[src/rtl/core/rmec_pkg.sv]
// shared types, constants and arithmetic helpers for the euler / rotation matrix converter
// no dependencies
package rmec_pkg;

   localparam int SQRT_STAGES = 16;
   localparam int ATAN_LEN    = 32;
   localparam int THR_W       = 11;

   localparam logic signed [32:0] ONE_GAIN = 33'sd652032874;

   // transaction modes
   localparam logic MODE_TO_ANGLES = 1'b0;
   localparam logic MODE_TO_MATRIX = 1'b1;

   typedef struct packed {
      logic               mode;
      logic signed [15:0] m00_in;
      logic signed [15:0] m10_in;
      logic signed [15:0] m11_in;
      logic signed [15:0] m12_in;
      logic signed [15:0] m20_in;
      logic signed [15:0] m21_in;
      logic signed [15:0] m22_in;
      logic signed [15:0] roll_in;
      logic signed [15:0] pitch_in;
      logic signed [15:0] yaw_in;
   } req_payload_type;

   typedef struct packed {
      logic signed [15:0] roll_out;
      logic signed [15:0] pitch_out;
      logic signed [15:0] yaw_out;
      logic signed [15:0] r00_out;
      logic signed [15:0] r01_out;
      logic signed [15:0] r02_out;
      logic signed [15:0] r10_out;
      logic signed [15:0] r11_out;
      logic signed [15:0] r12_out;
      logic signed [15:0] r20_out;
      logic signed [15:0] r21_out;
      logic signed [15:0] r22_out;
   } rsp_payload_type;

   typedef struct packed {
      logic signed [15:0] m00;
      logic signed [15:0] m10;
      logic signed [15:0] m11;
      logic signed [15:0] m12;
      logic signed [15:0] m20;
      logic signed [15:0] m21;
      logic signed [15:0] m22;
   } mat_type;

   typedef struct packed {
      logic signed [15:0] roll;
      logic signed [15:0] pitch;
      logic signed [15:0] yaw;
   } ang_type;

   typedef struct packed {
      logic signed [32:0] sx;
      logic signed [32:0] cx;
      logic signed [32:0] sy;
      logic signed [32:0] cy;
      logic signed [32:0] sz;
      logic signed [32:0] cz;
   } trig_type;

   // atan(2^-i) as a 32 bit binary angle, one turn = 2^32
   function automatic logic [31:0] atan_angle(input int idx);
      logic [31:0] a;
      case (idx)
         0:  a = 32'd536870912;
         1:  a = 32'd316933406;
         2:  a = 32'd167458907;
         3:  a = 32'd85004756;
         4:  a = 32'd42667331;
         5:  a = 32'd21354465;
         6:  a = 32'd10679838;
         7:  a = 32'd5340245;
         8:  a = 32'd2670163;
         9:  a = 32'd1335087;
         10: a = 32'd667544;
         11: a = 32'd333772;
         12: a = 32'd166886;
         13: a = 32'd83443;
         14: a = 32'd41722;
         15: a = 32'd20861;
         16: a = 32'd10430;
         17: a = 32'd5215;
         18: a = 32'd2608;
         19: a = 32'd1304;
         20: a = 32'd652;
         21: a = 32'd326;
         22: a = 32'd163;
         23: a = 32'd81;
         24: a = 32'd41;
         25: a = 32'd20;
         26: a = 32'd10;
         27: a = 32'd5;
         28: a = 32'd3;
         29: a = 32'd1;
         30: a = 32'd1;
         default: a = 32'd0;
      endcase
      return a;
   endfunction

   // product at scale 2^30, rounded half up
   function automatic logic signed [32:0] mul30(input logic signed [32:0] a,
                                                input logic signed [32:0] b);
      logic signed [65:0] p;
      p = 66'(a) * 66'(b) + (66'sd1 <<< 29);
      return p[62:30];
   endfunction

endpackage

[src/rtl/core/rmec_isqrt.sv]
// pipelined integer square root, one result bit per stage
// depends on rmec_pkg
module rmec_isqrt (
   input  logic        clock,
   input  logic        en,
   input  logic [31:0] n_in,
   output logic [15:0] root
);
   localparam int N = rmec_pkg::SQRT_STAGES;

   logic [31:0] rem_ff  [N+1];
   logic [31:0] root_ff [N+1];

   assign rem_ff[0]  = n_in;
   assign root_ff[0] = '0;

   for (genvar k = 0; k < N; k++) begin : g_stage
      localparam logic [31:0] BIT = 32'd1 << (30 - 2*k);
      logic [31:0] cand;
      assign cand = root_ff[k] + BIT;
      always_ff @(posedge clock) begin
         if (en) begin
            if (rem_ff[k] >= cand) begin
               rem_ff[k+1]  <= rem_ff[k] - cand;
               root_ff[k+1] <= (root_ff[k] >> 1) + BIT;
            end else begin
               rem_ff[k+1]  <= rem_ff[k];
               root_ff[k+1] <= root_ff[k] >> 1;
            end
         end
      end
   end

   assign root = root_ff[N][15:0];
endmodule

[config.mk]
export PLATFORM = sky130hd
export DESIGN_NAME = rmec_isqrt
export DESIGN_NICKNAME = d
export VERILOG_FILES = /design/src/rtl/core/rmec_pkg.sv /design/src/rtl/core/rmec_isqrt.sv
export SDC_FILE = /design/constraint.sdc
export NUM_CORES = 1
export LEC_CHECK = 0
export BUFFER_PORTS_ARGS = -buffer_cell sky130_fd_sc_hd__clkbuf_2
export CAP_MARGIN = 20
export CORE_ASPECT_RATIO = 0.6
export CORE_MARGIN = 2
export CORE_UTILIZATION = 65
export DETAILED_ROUTE_END_ITERATION = 12
export GPL_TIMING_DRIVEN = 0
export PLACE_DENSITY = 0.88
export SETUP_SLACK_MARGIN = 0.3
export SLEW_MARGIN = 40
export SYNTH_ARGS = -nofsm -noshare
export SYNTH_HDL_FRONTEND = slang
export SYNTH_SLANG_ARGS = --single-unit
[constraint.sdc]
create_clock -name clock -period 7.67 [get_ports clock]
set_input_delay 0.3835 -clock clock [delete_from_list [all_inputs] [get_ports clock]]
set_output_delay 0.3835 -clock clock [all_outputs]
set_load 0.005 [all_outputs]
==> flow_summary_export.csv <==
group,metric,value,unit
clocking,htree_levels,2,
timing,skew,42.60,ps
timing,slew_violations,0,
setup_path,r2r_start,"root_ff[341]",
grt,grt_pass1_vias,19230,
timing,rsz0062_at_grt,"false",
routing,wl_per_cell,22.99,µm
clocking,clk_pin_slew,70,ps
synth,synth_ff_type,"edfxtp_1",
setup_path,cpMaxStageDelayCell,"nor4_4",
setup_path,path_class,"flip-flop to flip-flop",
synth,synth_nets,2441,
grt,grt_pass1_wl,107900,µm
grt,track_usage,29.93,%
finish,fin_area,32480,µm²
finish,drive_gt1_share,7.787,%
timing,setup_viol,0,
placement,dpl_cell_area,30410,µm²
timing,finalCriticalPeriod,3731,ps
setup_path,r2r-end,"rem_ff[317]",
clocking,cts_max_path_buffers,3,
timing,clock.fmax,268.0,MHz
clocking,cts-hold-fix-buffers,29,
routing,vias,19660,
synth,async_reset_ff_share,0,%
timing,hold_viol,0,
setup_path,critPathCaptureType,"flip-flop",
grt,antenna_found_initial,4,
run,cap_violations,0,
worst_hold_path,hold_class,"primary input to flip-flop",
power,total_power,8960,µW
timing,maxSlewHeadroom,40.61,%
setup_path,path_max_fanout,7,
clocking,cts_resized,0,
floorplanning,die_x,277.6,µm
power,p_per_area,275.8,nW/µm²
routing,drt_iter0_drc,3093,
floorplanning,fp.coreArea,44590,µm²
synth,ys_warn_count,0,
setup_path,worst_ep_arrival_time,4080,ps
floorplanning,die-area,46680,µm²
floorplanning,die_y,168.2,µm
placement,dp_hpwl,47390,µm
clocking,cts_setup_buffers,0,
routing,wl,69690,µm
grt,grt_max_degree,81,
floorplanning,initial_core_util,65.47,%
synth,syn_area,29190,µm²
synth,avgSynthCellArea,12.93,µm²
grt,overflow,0,
finish,fillCellCount,2617,
worst_hold_path,holdPathStages,1,
timing,holdWs,42.96,ps
power,power.leakage,0.01230,µW
routing,ant_nets,0,
finish,post-route-util,72.84,%
setup_path,worst_ep_required_time,8020,ps
timing,setup_tns,0,ps
clocking,cts_tree,"yes",
setup_path,crit_chain,"inv_1 > ha_1 > nand4b_1 > nor4_4 > a311oi_1 > nor4bb_1 > buf_2 > or3b_1 > nor2_1 > xor2_1",
setup_path,cp.depth,10,
routing,drc,0,
timing,fin_crit_sh,48.64,%
clocking,cts-root-buf,"clkbuf_16",
setup_path,start_kind,"flip-flop",
outcome,outcome,"finished, final reports clean",
clocking,cts-buffers-inserted,53,
synth,synth-edff-count,616,
finish,area_growth,11.27,%
clocking,clock_sinks,616,
routing,via_per_inst,6.488,
finish,nets,2582,
placement,gp_congestion,0.9559,
floorplanning,pin_count,50,
setup_path,reg2reg_depth,10,
worst_hold_path,min_to,"rem_ff[485]",
power,peakVddDrop,0.1995,mV
placement,io_buffers,49,
synth,seq_area_frac_synth,63.36,%
setup_path,r2r_setup_slack,3940,ps
synth,synth_cells,2257,
setup_path,cpPeakStageDelay,840,ps
setup_path,cp_top_family,"simple AND/OR/NAND/NOR gates",
worst_hold_path,hp-start,"n_in[5]",
floorplanning,row_count,60,
timing,tightest_slew,884.9,ps
synth,ys_ff_latch,616,
routing,dr.pass1.iters,6,
synth,ys_types,81,
setup_path,cp_num_buf_inv,2,
clocking,clk_latency,620,ps
cells in the final DEF, fill, tap and decap left out, types with 10 or more instances in the layout:
cell and instances:
a31oi_1 12, clkbuf_2 48, xor2_1 76, mux2_2 20, or3_1 25, o21ai_0 98
clkbuf_1 28, a211oi_1 10, nand3_1 36, o21a_1 33, nand4_1 26, inv_1 184
a21o_1 24, nor4_1 57, nor2b_1 24, edfxtp_1 616, or4_1 16, ha_1 150
buf_2 11, nand2_1 121, nand4b_1 10, clkbuf_16 53, clkinv_1 14, nor3_1 58
nand2b_1 36, and3_1 16, xnor2_1 118, and2_1 12, a21oi_1 130, o211ai_1 11
nor2_1 146, dlygate4sd3_1 29, o31ai_1 11, nor4b_1 13
worst max-delay path by stage:
stage	start	end	slack, ps
after floorplan	rem_ff[77]	rem_ff[53]	4940
after global placement	en	rem_ff[393]	-3480
after detailed placement	root_ff[272]	rem_ff[239]	4210
after CTS	root_ff[272]	rem_ff[239]	4050
after global routing	root_ff[272]	rem_ff[241]	3860
final	root_ff[341]	rem_ff[317]	3940
layer usage:
metal  GRT usage (%)  share of wire (%)
met3           8.576                 13
met1           42.66                 40
met5               0              0.027
met2           45.79                 44
met4           7.826                2.8
flip-flops by register name, indices dropped and copies added (netlist names):
| register | flops |
|---|---|
| rem_ff | 480 |
| root_ff | 120 |
| root | 16 |
power breakdown:
| group | internal [µW] | switching [µW] | total, µW |
|---|---|---|---|
| logic | 673 | 940 | 1610 |
| clock network | 1520 | 1230 | 2750 |
| registers | 4250 | 353 | 4600 |
| total | 6440 | 2520 | 8960 |
stage by stage:
step | std cells | worst slack (ps)
after floorplan | 2257 | 4945
after global placement | 2895 | -3478
after detailed placement | 2903 | 4212
after CTS | 3029 | 4049
after global routing | 3029 | 3864
final | 3031 | 3939
synthesized netlist by cell type, types with 9 or more instances:
cell type / count / area share, %
o21a_1: 33 / 0.85
nand2b_1: 36 / 0.77
o31ai_1: 11 / 0.28
buf_2: 11 / 0.19
nand4b_1: 10 / 0.30
and2_1: 12 / 0.26
nor4b_1: 13 / 0.39
inv_1: 184 / 2.4
and3_1: 16 / 0.34
nand3_1: 36 / 0.62
mux2_2: 20 / 0.77
nand4_1: 26 / 0.56
nor2b_1: 24 / 0.51
o21ai_0: 98 / 1.7
a31oi_1: 12 / 0.26
nand3b_1: 9 / 0.23
clkbuf_1: 20 / 0.26
nor3_1: 58 / 0.99
a211oi_1: 10 / 0.26
nor4_1: 58 / 1.2
edfxtp_1: 616 / 63
o211ai_1: 11 / 0.28
nor2_1: 146 / 1.9
a21oi_1: 130 / 2.2
ha_1: 150 / 6.4
nand2_1: 121 / 1.6
a21o_1: 24 / 0.62
or3_1: 25 / 0.54
xor2_1: 76 / 2.3
or4_1: 16 / 0.41
xnor2_1: 118 / 3.5
area by class of cell:
cell class	instances	area [µm²]	share of cell area, %
Sequential cell	616	18500	56.95
Multi-Input combinational cell	1419	9844	30.31
Clock buffer	61	1356	4.175
Timing Repair Buffer	86	764.5	2.354
Tap cell	589	737.0	2.269
Inverter	187	701.9	2.161
Clock inverter	36	411.6	1.267
Buffer	35	163.9	0.5046
Antenna cell	2	5.005	0.01541
kinds of logic (layout without fill, tap and decap cells):
kind of cell,after synthesis,after routing,share of synthesized area [%]
compound gates,408,408,8.825
xor+xnor,194,194,5.820
fa+ha+maj,150,150,6.429
buf+inv,222,405,2.966
flops,616,616,63.36
mux,26,26,0.9772
other cells,0,2,0
simple gates,641,641,11.62
worst reg2reg max path, cell delays in order (launching register included):
cell      delay [ps]
edfxtp_1         430
inv_1             60
ha_1             360
nand4b_1         510
nor4_4           850
a311oi_1         240
nor4bb_1         170
buf_2            190
or3b_1           410
nor2_1           160
xor2_1            90
Power figures use the tool's default switching activity.
