<file path="config.mk">
export PLATFORM = sky130hd
export DESIGN_NAME = rmec_vec_cordic
export DESIGN_NICKNAME = d
export VERILOG_FILES = /design/src/rtl/core/rmec_pkg.sv /design/src/rtl/core/rmec_vec_cordic.sv
export SDC_FILE = /design/constraint.sdc
export NUM_CORES = 2
export LEC_CHECK = 0
export BUFFER_PORTS_ARGS = -buffer_cell sky130_fd_sc_hd__buf_2
export CORE_MARGIN = 3
export CORE_UTILIZATION = 55
export DETAILED_ROUTE_END_ITERATION = 7
export PLACE_DENSITY = 0.7
export SLEW_MARGIN = 25
export SYNTH_ARGS = -nofsm -noshare
export SYNTH_HDL_FRONTEND = slang
export SYNTH_SLANG_ARGS = --single-unit
export TNS_END_PERCENT = 20
</file>
<file path="constraint.sdc">
create_clock -name clock -period 4.9 [get_ports clock]
set_clock_uncertainty 0.15 [all_clocks]
set_input_delay 0.245 -clock clock [delete_from_list [all_inputs] [get_ports clock]]
set_output_delay 0.245 -clock clock [all_outputs]
set_load 0.01 [all_outputs]
</file>
<file path="src/rtl/core/rmec_pkg.sv">
// shared types, constants and arithmetic helpers for the euler / rotation matrix converter
// no dependencies
package rmec_pkg;

   localparam int SQRT_STAGES = 16;
   localparam int ATAN_LEN    = 32;
   localparam int THR_W       = 11;

   localparam logic signed [32:0] ONE_GAIN = 33'sd652032874;

   // transaction modes
   localparam logic MODE_TO_ANGLES = 1'b0;
   localparam logic MODE_TO_MATRIX = 1'b1;

   typedef struct packed {
      logic               mode;
      logic signed [15:0] m00_in;
      logic signed [15:0] m10_in;
      logic signed [15:0] m11_in;
      logic signed [15:0] m12_in;
      logic signed [15:0] m20_in;
      logic signed [15:0] m21_in;
      logic signed [15:0] m22_in;
      logic signed [15:0] roll_in;
      logic signed [15:0] pitch_in;
      logic signed [15:0] yaw_in;
   } req_payload_type;

   typedef struct packed {
      logic signed [15:0] roll_out;
      logic signed [15:0] pitch_out;
      logic signed [15:0] yaw_out;
      logic signed [15:0] r00_out;
      logic signed [15:0] r01_out;
      logic signed [15:0] r02_out;
      logic signed [15:0] r10_out;
      logic signed [15:0] r11_out;
      logic signed [15:0] r12_out;
      logic signed [15:0] r20_out;
      logic signed [15:0] r21_out;
      logic signed [15:0] r22_out;
   } rsp_payload_type;

   typedef struct packed {
      logic signed [15:0] m00;
      logic signed [15:0] m10;
      logic signed [15:0] m11;
      logic signed [15:0] m12;
      logic signed [15:0] m20;
      logic signed [15:0] m21;
      logic signed [15:0] m22;
   } mat_type;

   typedef struct packed {
      logic signed [15:0] roll;
      logic signed [15:0] pitch;
      logic signed [15:0] yaw;
   } ang_type;

   typedef struct packed {
      logic signed [32:0] sx;
      logic signed [32:0] cx;
      logic signed [32:0] sy;
      logic signed [32:0] cy;
      logic signed [32:0] sz;
      logic signed [32:0] cz;
   } trig_type;

   // atan(2^-i) as a 32 bit binary angle, one turn = 2^32
   function automatic logic [31:0] atan_angle(input int idx);
      logic [31:0] a;
      case (idx)
         0:  a = 32'd536870912;
         1:  a = 32'd316933406;
         2:  a = 32'd167458907;
         3:  a = 32'd85004756;
         4:  a = 32'd42667331;
         5:  a = 32'd21354465;
         6:  a = 32'd10679838;
         7:  a = 32'd5340245;
         8:  a = 32'd2670163;
         9:  a = 32'd1335087;
         10: a = 32'd667544;
         11: a = 32'd333772;
         12: a = 32'd166886;
         13: a = 32'd83443;
         14: a = 32'd41722;
         15: a = 32'd20861;
         16: a = 32'd10430;
         17: a = 32'd5215;
         18: a = 32'd2608;
         19: a = 32'd1304;
         20: a = 32'd652;
         21: a = 32'd326;
         22: a = 32'd163;
         23: a = 32'd81;
         24: a = 32'd41;
         25: a = 32'd20;
         26: a = 32'd10;
         27: a = 32'd5;
         28: a = 32'd3;
         29: a = 32'd1;
         30: a = 32'd1;
         default: a = 32'd0;
      endcase
      return a;
   endfunction

   // product at scale 2^30, rounded half up
   function automatic logic signed [32:0] mul30(input logic signed [32:0] a,
                                                input logic signed [32:0] b);
      logic signed [65:0] p;
      p = 66'(a) * 66'(b) + (66'sd1 <<< 29);
      return p[62:30];
   endfunction

endpackage

</file>
<file path="src/rtl/core/rmec_vec_cordic.sv">
// pipelined vectoring cordic giving atan2(y, x) as a 16 bit binary angle
// depends on rmec_pkg
module rmec_vec_cordic #(
   parameter int STAGES = 16
) (
   input  logic               clock,
   input  logic               en,
   input  logic signed [16:0] y_in,
   input  logic signed [16:0] x_in,
   output logic signed [15:0] angle
);
   logic signed [33:0] x_ff [STAGES+1];
   logic signed [33:0] y_ff [STAGES+1];
   logic [31:0]        acc_ff [STAGES+1];
   logic               zero_ff [STAGES+1];

   logic signed [33:0] xs, ys;
   logic [31:0]        acc_sum;

   assign xs = 34'(x_in) <<< 14;
   assign ys = 34'(y_in) <<< 14;

   // fold into the right half plane
   always_ff @(posedge clock) begin
      if (en) begin
         zero_ff[0] <= (x_in == '0) && (y_in == '0);
         if (x_in < 0) begin
            x_ff[0]   <= -xs;
            y_ff[0]   <= -ys;
            acc_ff[0] <= 32'h8000_0000;
         end else begin
            x_ff[0]   <= xs;
            y_ff[0]   <= ys;
            acc_ff[0] <= '0;
         end
      end
   end

   for (genvar i = 0; i < STAGES; i++) begin : g_stage
      localparam logic [31:0] ANG = rmec_pkg::atan_angle(i);
      always_ff @(posedge clock) begin
         if (en) begin
            zero_ff[i+1] <= zero_ff[i];
            if (y_ff[i] >= 0) begin
               x_ff[i+1]   <= x_ff[i] + (y_ff[i] >>> i);
               y_ff[i+1]   <= y_ff[i] - (x_ff[i] >>> i);
               acc_ff[i+1] <= acc_ff[i] + ANG;
            end else begin
               x_ff[i+1]   <= x_ff[i] - (y_ff[i] >>> i);
               y_ff[i+1]   <= y_ff[i] + (x_ff[i] >>> i);
               acc_ff[i+1] <= acc_ff[i] - ANG;
            end
         end
      end
   end

   assign acc_sum = acc_ff[STAGES] + 32'h0000_8000;
   assign angle   = zero_ff[STAGES] ? 16'sd0 : acc_sum[31:16];
endmodule

</file>
==> impl_results.md <==
- Vias: between 90000 and 100k
- CP Cell Sequence: inv_2 -> ha_4 -> nand2b_4 -> or4b_4 -> or3b_4 -> or2_4 -> or3_4 -> o41ai_4 -> buf_4 -> o21ai_2 -> ha_2 -> a21o_1 -> a21o_1 -> a21o_1 -> a21o_1 -> a21oi_2 -> nor2b_1 -> o21ai_1 -> nand2b_1 -> a41oi_2 -> xnor2_1
- FMAX: between 0.2 and 0.25 GHz
- Max FO, Critical Path: 3
- Endpoints failing setup: 0
- Area of the multi-input gates: 71500 µm²
- Initial Utilization: 0.554
- Cts bufs inserted: about 160
- DIE AREA: around 210000 µm²
- Final GP Congestion: about 0.98
- Critical path class: flip-flop to flip-flop
- Outcome: finished, final reports clean
- Max Slew Vio Count: 0
- # nets final: around 14000
- Commonest register cell after synthesis: edfxtp_1
- Final ANT Viol Nets: 0
- Worst EP required: ~5.3 ns
- Hpwl dp: between 200000 and 300000 µm
- Clock transition at path regs: 0.06 ns
- CP startpoint: x_ff[11][12]
- Cell area after synthesis: 114000 µm²
- Initial drt markers: 7375
- Synth-to-Final Area Change: 12.2%
- Metal-1 WL: between 100000 and 150000 µm
- Clock sinks: about 1300
- Mean post-synth cell area: ~9.4 µm²
- Residual DRC: 0
- FF+latch count, synth: 1317
- Biggest cell delay along the critical path: about 0.55 ns
- Setup TNS: 0 ns
- Register area: 39500 µm²
- Synth Instances: between 10000 and 15000
- Hold WC Path Type: primary input to flip-flop
- Clock tree buffer depth: 3
- DR top layer: met5
- Synth async-reset ratio: 0
- Flop2flop setup slack: roughly 0.069 ns
- Area of the core: ~200000 µm²
- Total gr overflow: 0
- Worst path depth: 21
- Initial antenna violation count: 6
- Rows: 166
- Clk Latency, worst-skew pair: 0.82 ns
- Routed vias/inst: roughly 6.0
- Final core utilization: 0.621
- Wire per inst: 20.3 µm
- Crit path to: y_ff[12][32]
- Metal3 WL: approximately 16000 µm
- CP startpoint kind: flip-flop
- RSZ-0062 raised after global routing: yes
- Fin crit share: 0.986
- Met2 Wirelength: about 150000 µm
- Fin crit period: 4.83 ns
- Worst R2R Start: x_ff[11][12]
- Die X-Extent: 460 µm
- Top cell by count, worst path: a21o_1
- Port bufs: 51
- Net count after synthesis: between 10000 and 15000
- Worst hold slack: 0.180 ns
- Number of fill cells: approximately 17000
- Largest net degree at the start of global routing: 149
- Num ports: 52
- Global-route wire length before repair: between 400000 and 500000 µm
- Seq/Total Area, Yosys: 0.348
- R2r worst-path depth: 21
- Worst rel slew slack: 0.337
- Yosys warnings: 0
- Yosys cell types: ~110
- Worst Setup End Kind: flip-flop
- CTS H-tree lvls: 4
- Critical Path Slowest Stage Cell: or4b_4
- Buf/Inv on CP: 2
- Height of the die: around 460 µm
- Number of flops mapped to enable cells by yosys: ~1300
- Reg2reg end: y_ff[12][32]
- CP arrival: about 5.3 ns
- Max-capacitance violation count: 0
- First-pass DRT Iterations: 6
- Gr usage total: 0.289
- Number of global-route vias before repair: around 90000
- Worst-margin pin slew: 0.985 ns
- Root buf cell: clkbuf_16
- Hold Vio Cnt, Final: 0
- Fraction of layout instances using a drive strength above 1: 0.0888
- Top delay family on crit path: simple AND/OR/NAND/NOR gates
- WL final: around 320000 µm
- CTS tree: done
## repair_timing
action / CTS / global route
setup endpoints to repair: 0 / 78
buffers inserted: 0 / 10
gates resized for setup: 0 / 94
hold buffers: 63 / 0
endpoints found under the hold margin: 136 / 0
## metrics by stage
stage	area, µm²	instances	setup slack [ns]
after floorplan	114000	12020	0.0220
after global placement	121000	15152	0.0700
after detailed placement	121000	15152	-0.0207
after CTS	127000	15502	0.000127
after global routing	127000	15513	-0.129
final	127000	15514	0.0694
## state kept, by name (all words and copies together), names as in the netlist
name / cells
y_ff: 447
acc_ff: 426
x_ff: 427
zero_ff: 17
## routing by layer
| metal | GRT usage | vias to the layer above |
|---|---|---|
| met5 | 0 | - |
| met4 | 0.0944 | 4 |
| met3 | 0.0360 | 477 |
| met2 | 0.482 | 2528 |
| met1 | 0.389 | 44836 |
| li1 | - | 45959 |
## synthesized netlist by cell type, types with 101 or more instances
library cell	number	area [µm²]
inv_1	540	2030
clkbuf_1	199	747
o21ai_0	670	3350
nor3_1	289	1450
o31ai_1	127	953
xnor2_1	1102	9650
nor2_1	878	3300
o21bai_1	171	1280
nor2b_1	161	1010
a21oi_1	1199	6000
a31oi_1	116	726
xor2_1	575	5040
edfxtp_1	1317	39500
nand3_1	216	1080
o21a_1	161	1210
a21o_1	572	4290
nand2_1	778	2920
and3_1	101	632
nand2b_1	202	1260
ha_1	1280	16000
## cell usage in the layout (no fill, tap or decap), drive strengths merged, types with 55 or more instances in the layout
cell type,count
o211ai,55
a211oi,94
clkinv,80
buf,684
nand4,84
or3,98
o21a,161
ha,1280
edfxtp,1317
a21o,572
nor3,291
o41ai,67
and3,101
a21oi,1201
nor2b,161
xnor2,1102
a31oi,117
nor4,90
nand2b,202
o21ai,717
inv,556
o31ai,132
xor2,576
nor2,878
o21bai,171
nand2,780
dlygate4sd3,63
nand3,216
and2,69
clkbuf,178
## how the worst min path moves through the flow
stage	from	end	depth (start not counted)
2_1_floorplan	x_in[0]	x_ff[0][14]	0
3_3_place_gp	acc_ff[10][2]	acc_ff[11][2]	0
3_5_place_dp	zero_ff[0][1]	zero_ff[0][2]	0
4_1_cts	y_in[10]	y_ff[0][24]	3
5_1_grt	y_in[11]	y_ff[0][25]	3
6_report	y_in[10]	y_ff[0][24]	3
## cell families (layout without fill, tap and decap cells)
family | Yosys count | in the layout | synth area share
compound gates | 3689 | 3689 | 0.207
simple gates | 3186 | 3186 | 0.137
xor+xnor | 1678 | 1678 | 0.130
flops | 1317 | 1317 | 0.348
fa+ha+maj | 1314 | 1314 | 0.147
buf+inv | 783 | 1587 | 0.0261
mux | 53 | 53 | 0.00485
other cells | 0 | 2 | 0
## worst min-delay path: stages
cell	delay, ns
dlygate4sd3_1	0.52
buf_2	0.14
xor2_1	0.07
## layout make-up
class	count	area share
flip-flops and latches	1317	0.310
diodes	2	0.0000393
clock inverters	109	0.00924
repair buffers	747	0.0454
inverters	553	0.0163
multi-input cells	9920	0.561
well taps	2688	0.0264
clock buffers	178	0.0313
Power is left out: the tool's default activity adds up to more than one toggle a clock period on the data nets, which glitch-free logic cannot reach.
