**src/rtl/core/rmec_delay.sv**
```systemverilog
// enabled shift line that carries payload alongside the pipeline
// no dependencies
module rmec_delay #(
   parameter int WIDTH = 16,
   parameter int DEPTH = 4
) (
   input  logic             clock,
   input  logic             en,
   input  logic [WIDTH-1:0] d_in,
   output logic [WIDTH-1:0] d_out
);
   logic [WIDTH-1:0] tap_ff [DEPTH];

   always_ff @(posedge clock) begin
      if (en) begin
         tap_ff[0] <= d_in;
         for (int i = 1; i < DEPTH; i++) begin
            tap_ff[i] <= tap_ff[i-1];
         end
      end
   end

   assign d_out = tap_ff[DEPTH-1];
endmodule

```
**config.mk**
```make
export PLATFORM = sky130hd
export DESIGN_NAME = rmec_delay
export DESIGN_NICKNAME = d
export VERILOG_FILES = /design/src/rtl/core/rmec_delay.sv
export SDC_FILE = /design/constraint.sdc
export NUM_CORES = 1
export LEC_CHECK = 0
export BUFFER_PORTS_ARGS = -buffer_cell sky130_fd_sc_hd__buf_4
export CAP_MARGIN = 20
export CORE_ASPECT_RATIO = 0.8
export CORE_MARGIN = 2
export CORE_UTILIZATION = 57
export DETAILED_ROUTE_END_ITERATION = 8
export HOLD_SLACK_MARGIN = 0.03
export PLACE_DENSITY_LB_ADDON = 0.08
export SYNTH_ARGS = -nofsm -noshare
export SYNTH_HDL_FRONTEND = slang
export SYNTH_SLANG_ARGS = --single-unit
```
**constraint.sdc**
```tcl
create_clock -name clock -period 1.55 [get_ports clock]
set_input_delay 0.0775 -clock clock [delete_from_list [all_inputs] [get_ports clock]]
set_output_delay 0.0775 -clock clock [all_outputs]
set_load 0.1 [all_outputs]
```
==> results.cfg, run 1 <==
[finish]
largest_reg_flops = 64
regMostFlops = tap_ff
drive_above_1_share_pct = 35.38
syn2layout_area_growth_pct = 34.18
fin_area_um2 = 2579
antenna_cells = 0
reg_top3 = tap_ff x64
instances_no_fill = 170
multiInputGateArea_um2 = 0
layout.nets = 143
nMultiInputCombCells = 0
fin_util_pct = 81.79

[clocking]
cts_buffers = 9
clock_path_buffers = 2
clk_pin_slew_ns = 0.06
clkLatencyLatePin_ns = 0.32
cts.sinks = 64
cts_tree = built
htree_levels = 3
cts_setup_buffers = 0
cts_root_buf = clkbuf_8

[placed_design]
placed_cell_area_um2 = 2240
post-place-ws_ns = 0.5577
routabilityCongestion = 0.6605
dp_cells = 138
io_buffer_count = 33

[grt]
grt_overflow_total = 0
grtUsageTotal_pct = 16.60
grt_pass1_vias = 827
grt_max_degree = 41
grt_pass1_wl_mm = 4.036
grt_antenna_before_repair = 0

[setup_path]
crit_chain = buf_4
worst-r2r-setup-slack_ns = 0.90
crit_type = reg2out
crit_end = d_out[7]
critPathBufInv = 1
cp.arrival_ns = 0.98
timing.rr.end = tap_ff[2][13]
cp.required_ns = 1.47
path_depth = 1
critPathTopFamily = flip-flops
cp-start-kind = register
r2r_cells = 0
critPathLaunch = tap_ff[3][7]
cp_slowest_stage_delay_ns = 0.35
worstSetupEndpointType = output pin
critical-path-slowest-cell = edfxtp_1
cp_max_fo = 1
reg2reg_from = tap_ff[1][13]

[sta]
rsz0062_at_grt = false
finalSetupViolCount = 0
layout_setup_ws_ns = 0.4913
drv_slew = 0
worst_pin_slew_ns = 0.3324
hold_violations = 0
finClkSkew_ns = 0.006814
max_freq_mhz = 944.6
fin_crit_sh_pct = 68.30
setup_tns_ns = 0
relSlewSlack_pct = 77.84
final.min_clock_period_ns = 1.059

[floorplanning]
die-area_um2 = 3855
start_util_pct = 60.95
die_w_um = 68.92
io_pins = 34
die_h_um = 55.94
core_um2 = 3153
placementRows = 18

[routing]
drc = 0
drt_wl_total_mm = 2.680
routed-via-count = 813
dr.pass1.iters = 6
postRouteAntennaNets = 0
drt-vias-per-instance = 4.782
drt_iter0_drc = 75
post_drt_wl_per_cell_um = 15.76

[synth]
ys_types = 1
synth_cells = 64
synth_area_um2 = 1922
syn-num-nets = 82
ys_seq_area_share_pct = 100.0
synth_warnings = 0
syn_avg_cell_area_um2 = 30.03
ys_ff_latch = 64

[pwr]
ir_drop_mv = 1.154
p_leak_nw = 0.9533
power_density_nw_per_um2 = 1415

[flow_run]
cap_violations = 0

[outcome]
status = complete, no violations

[hold_path]
holdPathStages = 1
hold_path_class = in2reg
==> where the power goes <==
part	switching, mW	leakage (nW)	internal (mW)
registers	0.0323	0.626	2.04
clock network	0.538	0.0922	0.727
logic	0.226	0.235	0.0867
==> logic make-up after synthesis <==
group / Yosys count / synth area share, %
flip-flops: 64 / 100.0
==> through the flow <==
stage | hold WS (ns) | total power, mW
finish | 0.1824 | 3.650
global route | 0.1663 | 3.797
CTS | 0.1637 | 3.681
detailed placement | 0.2568 | 2.385
global placement | 0.2554 | 2.372
floorplan | 0.1764 | 2.269
==> synthesized netlist by cell type, drive strengths merged <==
cell | count | area [µm²]
edfxtp | 64 | 1922
==> timing repair <==
action | CTS | global route
hold endpoints to repair | 16 | 0
gates resized for setup | 0 | 0
hold buffers | 16 | 0
==> layer usage <==
layer / vias up / GRT usage (%) / part of all wire (%)
met5: - / 0 / 0
met3: 2 / 10.32 / 6.3
met1: 391 / 18.66 / 39
met2: 39 / 25.27 / 54
met4: 0 / 6.723 / 0.30
li1: 381 / - / -
==> layout make-up <==
class,count,area [µm²]
timing repair buffer,50,427.9
tap,40,50.05
sequential,64,1922
clock buffer,11,131.4
fill,132,574.3
clock inverter,5,47.55
==> placed cells by master, fill, tap and decap left out <==
| cell | count |
|---|---|
| dlygate4sd3_1 | 16 |
| clkbuf_8 | 9 |
| clkbuf_1 | 2 |
| clkinv_1 | 2 |
| clkinv_2 | 2 |
| bufinv_16 | 1 |
| buf_12 | 1 |
| edfxtp_1 | 64 |
| buf_4 | 33 |
==> how the worst min path moves through the flow <==
stage               slack (ns)       endpoint  startpoint
floorplan                 0.18   tap_ff[0][0]     d_in[0]
global placement          0.26  tap_ff[0][10]    d_in[10]
detailed placement        0.26  tap_ff[0][14]    d_in[14]
CTS                       0.16  tap_ff[1][13]          en
global route              0.17   tap_ff[2][1]          en
finish                    0.18   tap_ff[0][4]          en
Power figures use the tool's default switching activity.
==> run 2: changes to the inputs <==
--- a/config.mk
+++ b/config.mk
@@ -9,7 +9,7 @@
 export CAP_MARGIN = 20
 export CORE_ASPECT_RATIO = 0.8
 export CORE_MARGIN = 2
-export CORE_UTILIZATION = 57
+export CORE_UTILIZATION = 48
 export DETAILED_ROUTE_END_ITERATION = 8
 export HOLD_SLACK_MARGIN = 0.03
 export PLACE_DENSITY_LB_ADDON = 0.08
==> constraint.sdc (replaced) <==
create_clock -name clock -period 0.9 [get_ports clock]
set_input_delay 0.045 -clock clock [delete_from_list [all_inputs] [get_ports clock]]
set_output_delay 0.045 -clock clock [all_outputs]
set_load 0.1 [all_outputs]
==> run 2 against run 1 <==
The flow now finishes with violations (setup timing). First-iteration DRC count down 45%. Wire length down 12%. Final area up 3.1%. Worst setup slack worse by 0.55 ns.
==> results.cfg, run 2 (synthesis gave the netlist of run 1 again) <==
[outcome]
status = complete, but fails checks
violations = setup timing

[grt]
grtUsageTotal_pct = 12.24
grt_antenna_before_repair = 0
grt_pass1_vias = 758
grt_max_degree = 39
grt_pass1_wl_mm = 3.505
grt_overflow_total = 0

[clocking]
cts_root_buf = clkbuf_8
clock_path_buffers = 2
cts_tree = built
htree_levels = 3
cts_buffers = 9
clk_pin_slew_ns = 0.07
cts_setup_buffers = 0
clkLatencyLatePin_ns = 0.32
cts.sinks = 64

[pwr]
p_switching_mw = 1.395
finalPower_mw = 6.064
clkPwrFrac_pct = 31.8
ir_drop_mv = 1.430
power_density_nw_per_um2 = 2282
combPwrFrac_pct = 9.4
internal_power_mw = 4.669
p_leak_nw = 0.9761
p_seq_share_pct = 58.8
sw_frac_of_total_pct = 23.00

[sta]
hold_violations = 0
max_freq_mhz = 1040
fin_crit_sh_pct = 106.9
layout_setup_ws_ns = -0.06188
finClkSkew_ns = 0.003293
rsz0062_at_grt = true
hold_ws_ns = 0.1558
final.min_clock_period_ns = 0.9619
relSlewSlack_pct = 86.37
setup_tns_ns = -0.6815
finalSetupViolCount = 16
drv_slew = 0
worst_pin_slew_ns = 0.2050

[setup_path]
cp-start-kind = register
crit_type = reg2out
worstSetupEndpointType = output pin
critPathBufInv = 1
cp.required_ns = 0.85
cp_max_fo = 1
critical-path-slowest-cell = edfxtp_1
cp.arrival_ns = 0.92
crit_chain = buf_6
cp_slowest_stage_delay_ns = 0.39
critPathTopFamily = flip-flops

[finish]
regMostFlops = tap_ff
syn2layout_area_growth_pct = 38.28
fillers = 238
antenna_cells = 0
drive_above_1_share_pct = 36.64
fin_util_pct = 69.41
layout_common_cells = edfxtp_1, buf_4, dlygate4sd3_1
layout.nets = 144
final_common_cell = edfxtp_1
nMultiInputCombCells = 0
largest_reg_flops = 64
reg_top3 = tap_ff x64
multiInputGateArea_um2 = 0

[floorplanning]
placementRows = 20
die-area_um2 = 4529
start_util_pct = 50.20
io_pins = 34
die_w_um = 74.75
core_um2 = 3829
die_h_um = 60.60

[placed_design]
routabilityCongestion = 0.5921
io_buffer_count = 33
dpl.hpwl_mm = 1.252

[routing]
post_drt_wl_per_cell_um = 12.61
postRouteAntennaNets = 0
drc = 0
dr.pass1.iters = 4
drt_iter0_drc = 41
drt_wl_total_mm = 2.346
drt-vias-per-instance = 4.328
routed-via-count = 805

[flow_run]
cap_violations = 0

[hold_path]
hold_path_class = in2reg
-- run 2: cell type report --
| cell class | instances | area, µm² | area share [%] |
|---|---|---|---|
| Timing Repair Buffer | 51 | 511.7 | 19.26 |
| Clock inverter | 5 | 23.77 | 0.8945 |
| Tap cell | 55 | 68.82 | 2.589 |
| Sequential cell | 64 | 1922 | 72.32 |
| Clock buffer | 11 | 131.4 | 4.944 |
-- run 2: routing by layer --
metal / wire (µm) / track usage [%] / vias to the layer above / share of wire, %
met4: 27 / 6.888 / 0 / 1.2
li1: - / - / 384 / -
met2: 1233 / 16.69 / 23 / 53
met3: 122 / 10.47 / 2 / 5.2
met5: 0 / 0 / - / 0
met1: 962 / 13.12 / 396 / 41
-- run 2: path summary, 6_finish.rpt --
path	cells past startpoint	slack, ns	from	end
max	1	-0.06	tap_ff[3][9]	d_out[9]
max reg2reg	0	0.26	tap_ff[1][6]	tap_ff[2][6]
min	2	0.16	en	tap_ff[1][0]
min reg2reg	0	0.42	tap_ff[2][9]	tap_ff[3][9]
-- run 2: stage by stage --
stage / area, µm² / setup WS [ns] / cells
after detailed placement: 2278 / 0.1909 / 154
after floorplan: 1922 / -0.04902 / 64
after CTS: 2654 / -0.09498 / 186
after global placement: 2278 / 0.1979 / 154
after global routing: 2658 / -0.1162 / 186
final: 2658 / -0.06188 / 186
-- run 2: power by group through the flow --
stage / combinational (mW) / sequential (mW) / clock [mW]
floorplan: 0 / 3.91 / 0
global placement: 0.486 / 3.61 / 0
detailed placement: 0.490 / 3.62 / 0
CTS: 0.571 / 3.57 / 2.00
global route: 0.591 / 3.58 / 2.13
finish: 0.570 / 3.57 / 1.93
-- run 2: repair_timing --
action / in CTS / in global routing
endpoints found under the hold margin: 16 / 0
setup endpoints to repair: 16 / 16
pin swaps: 0 / 0
hold buffers: 16 / 0
resized for setup: 16 / 1
==> run 3: changes to the inputs <==
--- a/config.mk
+++ b/config.mk
@@ -7,9 +7,12 @@
 export LEC_CHECK = 0
 export BUFFER_PORTS_ARGS = -buffer_cell sky130_fd_sc_hd__buf_4
 export CAP_MARGIN = 20
+export CELL_PAD_IN_SITES_DETAIL_PLACEMENT = 1
+export CELL_PAD_IN_SITES_GLOBAL_PLACEMENT = 2
 export CORE_ASPECT_RATIO = 0.8
 export CORE_MARGIN = 2
-export CORE_UTILIZATION = 48
+export CORE_UTILIZATION = 38
+export CTS_CLUSTER_DIAMETER = 100
 export DETAILED_ROUTE_END_ITERATION = 8
 export HOLD_SLACK_MARGIN = 0.03
 export PLACE_DENSITY_LB_ADDON = 0.08
==> run 3 against run 2 <==
The flow still finishes with violations (setup timing). Via count increased by 1.5%. Sequential share of layout area increased by 0.31 points. First-iteration DRC count increased by 49%. Wire length increased by 7.5%. Critical path depth unchanged. Combinational power about the same. Largest power group unchanged. Sequential power about the same. Clock skew increased by 0.0024 ns. Total power decreased by 2.0%. Utilization decreased by 16 points.
==> results.cfg, run 3 (synthesis gave the netlist of run 1 again) <==
[routing]
drt-vias-per-instance = 4.300
routed-via-count = 817
postRouteAntennaNets = 0
drt_iter0_drc = 61
drc = 0
dr.pass1.iters = 4
drt_wl_total_mm = 2.521
post_drt_wl_per_cell_um = 13.27

[placed_design]
routabilityCongestion = 0.6369
placed_cell_area_um2 = 2287
io_buffer_count = 33

[clocking]
cts_tree = built
clock_path_buffers = 2
cts.sinks = 64
cts_setup_buffers = 0
htree_levels = 3
cts_root_buf = clkbuf_8
cts_buffers = 9
clk_pin_slew_ns = 0.06
clkLatencyLatePin_ns = 0.32

[grt]
grt_pass1_vias = 826
grt_max_degree = 39
grt_overflow_total = 0
grtUsageTotal_pct = 10.37
grt_pass1_wl_mm = 3.912
grt_antenna_before_repair = 0

[setup_path]
cp_slowest_stage_delay_ns = 0.42
critPathLaunch = tap_ff[3][7]
reg2reg_from = tap_ff[0][4]
critPathBufInv = 1
crit_chain = buf_6
cp.arrival_ns = 0.95
critical-path-slowest-cell = edfxtp_1
cp-start-kind = register
critPathTopFamily = flip-flops
cp.required_ns = 0.85
cp_max_fo = 1
crit_type = reg2out
worstSetupEndpointType = output pin

[sta]
fin_crit_sh_pct = 110.8
relSlewSlack_pct = 86.13
rsz0062_at_grt = true
final.min_clock_period_ns = 0.9971
worst_pin_slew_ns = 0.2086
finClkSkew_ns = 0.005741
finalSetupViolCount = 16
setup_tns_ns = -0.7388
hold_ws_ns = 0.1667
drv_slew = 0
hold_violations = 0
layout_setup_ws_ns = -0.09711
max_freq_mhz = 1003

[pwr]
clkPwrFrac_pct = 30.3
combPwrFrac_pct = 9.6
sw_frac_of_total_pct = 22.45
finalPower_mw = 5.946
p_switching_mw = 1.335
power_density_nw_per_um2 = 2247
p_seq_share_pct = 60.1
ir_drop_mv = 1.105
p_leak_nw = 0.9615
internal_power_mw = 4.611

[finish]
layout.nets = 144
reg_top3 = tap_ff x64
final_common_cell = edfxtp_1
drive_above_1_share_pct = 34.38
layout_common_cells = edfxtp_1, buf_4, dlygate4sd3_1, buf_6, clkbuf_8
largest_reg_flops = 64
multiInputGateArea_um2 = 0
nMultiInputCombCells = 0
regMostFlops = tap_ff
fin_area_um2 = 2646
syn2layout_area_growth_pct = 37.70
antenna_cells = 0
fillers = 432
seq_area_um2 = 1922

[floorplanning]
die_w_um = 83.51
io_pins = 34
die-area_um2 = 5646
placementRows = 23
die_h_um = 67.61
start_util_pct = 38.83
core_um2 = 4950

[flow_run]
cap_violations = 0

[outcome]
status = complete, but fails checks
violations = setup timing

[hold_path]
hp-start = en
hold_path_class = in2reg
run 3: layer usage:
metal	GRT usage (%)	vias to the layer above	wire length (µm)
met4	4.839	0	18
li1	-	381	-
met2	16.83	29	1360
met1	9.593	405	955
met3	8.435	2	187
met5	0	-	0
run 3: power groups by stage:
stage	combinational [mW]	clock, mW	sequential, mW
floorplan	0	0	3.91
global placement	0.487	0	3.61
detailed placement	0.494	0	3.63
CTS	0.575	1.91	3.57
global route	0.588	2.03	3.59
finish	0.571	1.80	3.57
run 3: metrics by stage:
step / util, % / instances / setup WS [ns]
floorplan: - / 64 / -0.04902
global placement: 46.21 / 161 / 0.2065
detailed placement: 46.21 / 161 / 0.1858
CTS: 53.46 / 190 / -0.1092
global route: 53.46 / 190 / -0.1203
finish: 53.46 / 190 / -0.09711
run 3: worst paths after layout:
check | endpoint | slack, ns | cells after the start
worst max-delay path | d_out[7] | -0.1 | 1
worst min-delay path | tap_ff[2][14] | 0.17 | 2
worst max register to register | tap_ff[1][4] | 0.26 | 0
worst min register to register | tap_ff[2][9] | 0.42 | 0
run 3: layout make-up:
cell class	count	area share [%]
well taps	62	2.931
clock buffers	9	4.681
repair buffers	51	19.20
flip-flops and latches	64	72.62
clock inverters	4	0.5674
run 3: repair_timing:
item | 4_1_cts | 5_1_grt
resized for setup | 16 | 0
endpoints found under the setup margin | 16 | 16
hold buffers | 16 | 0
endpoints found under the hold margin | 16 | 0
pin swaps | 0 | 0
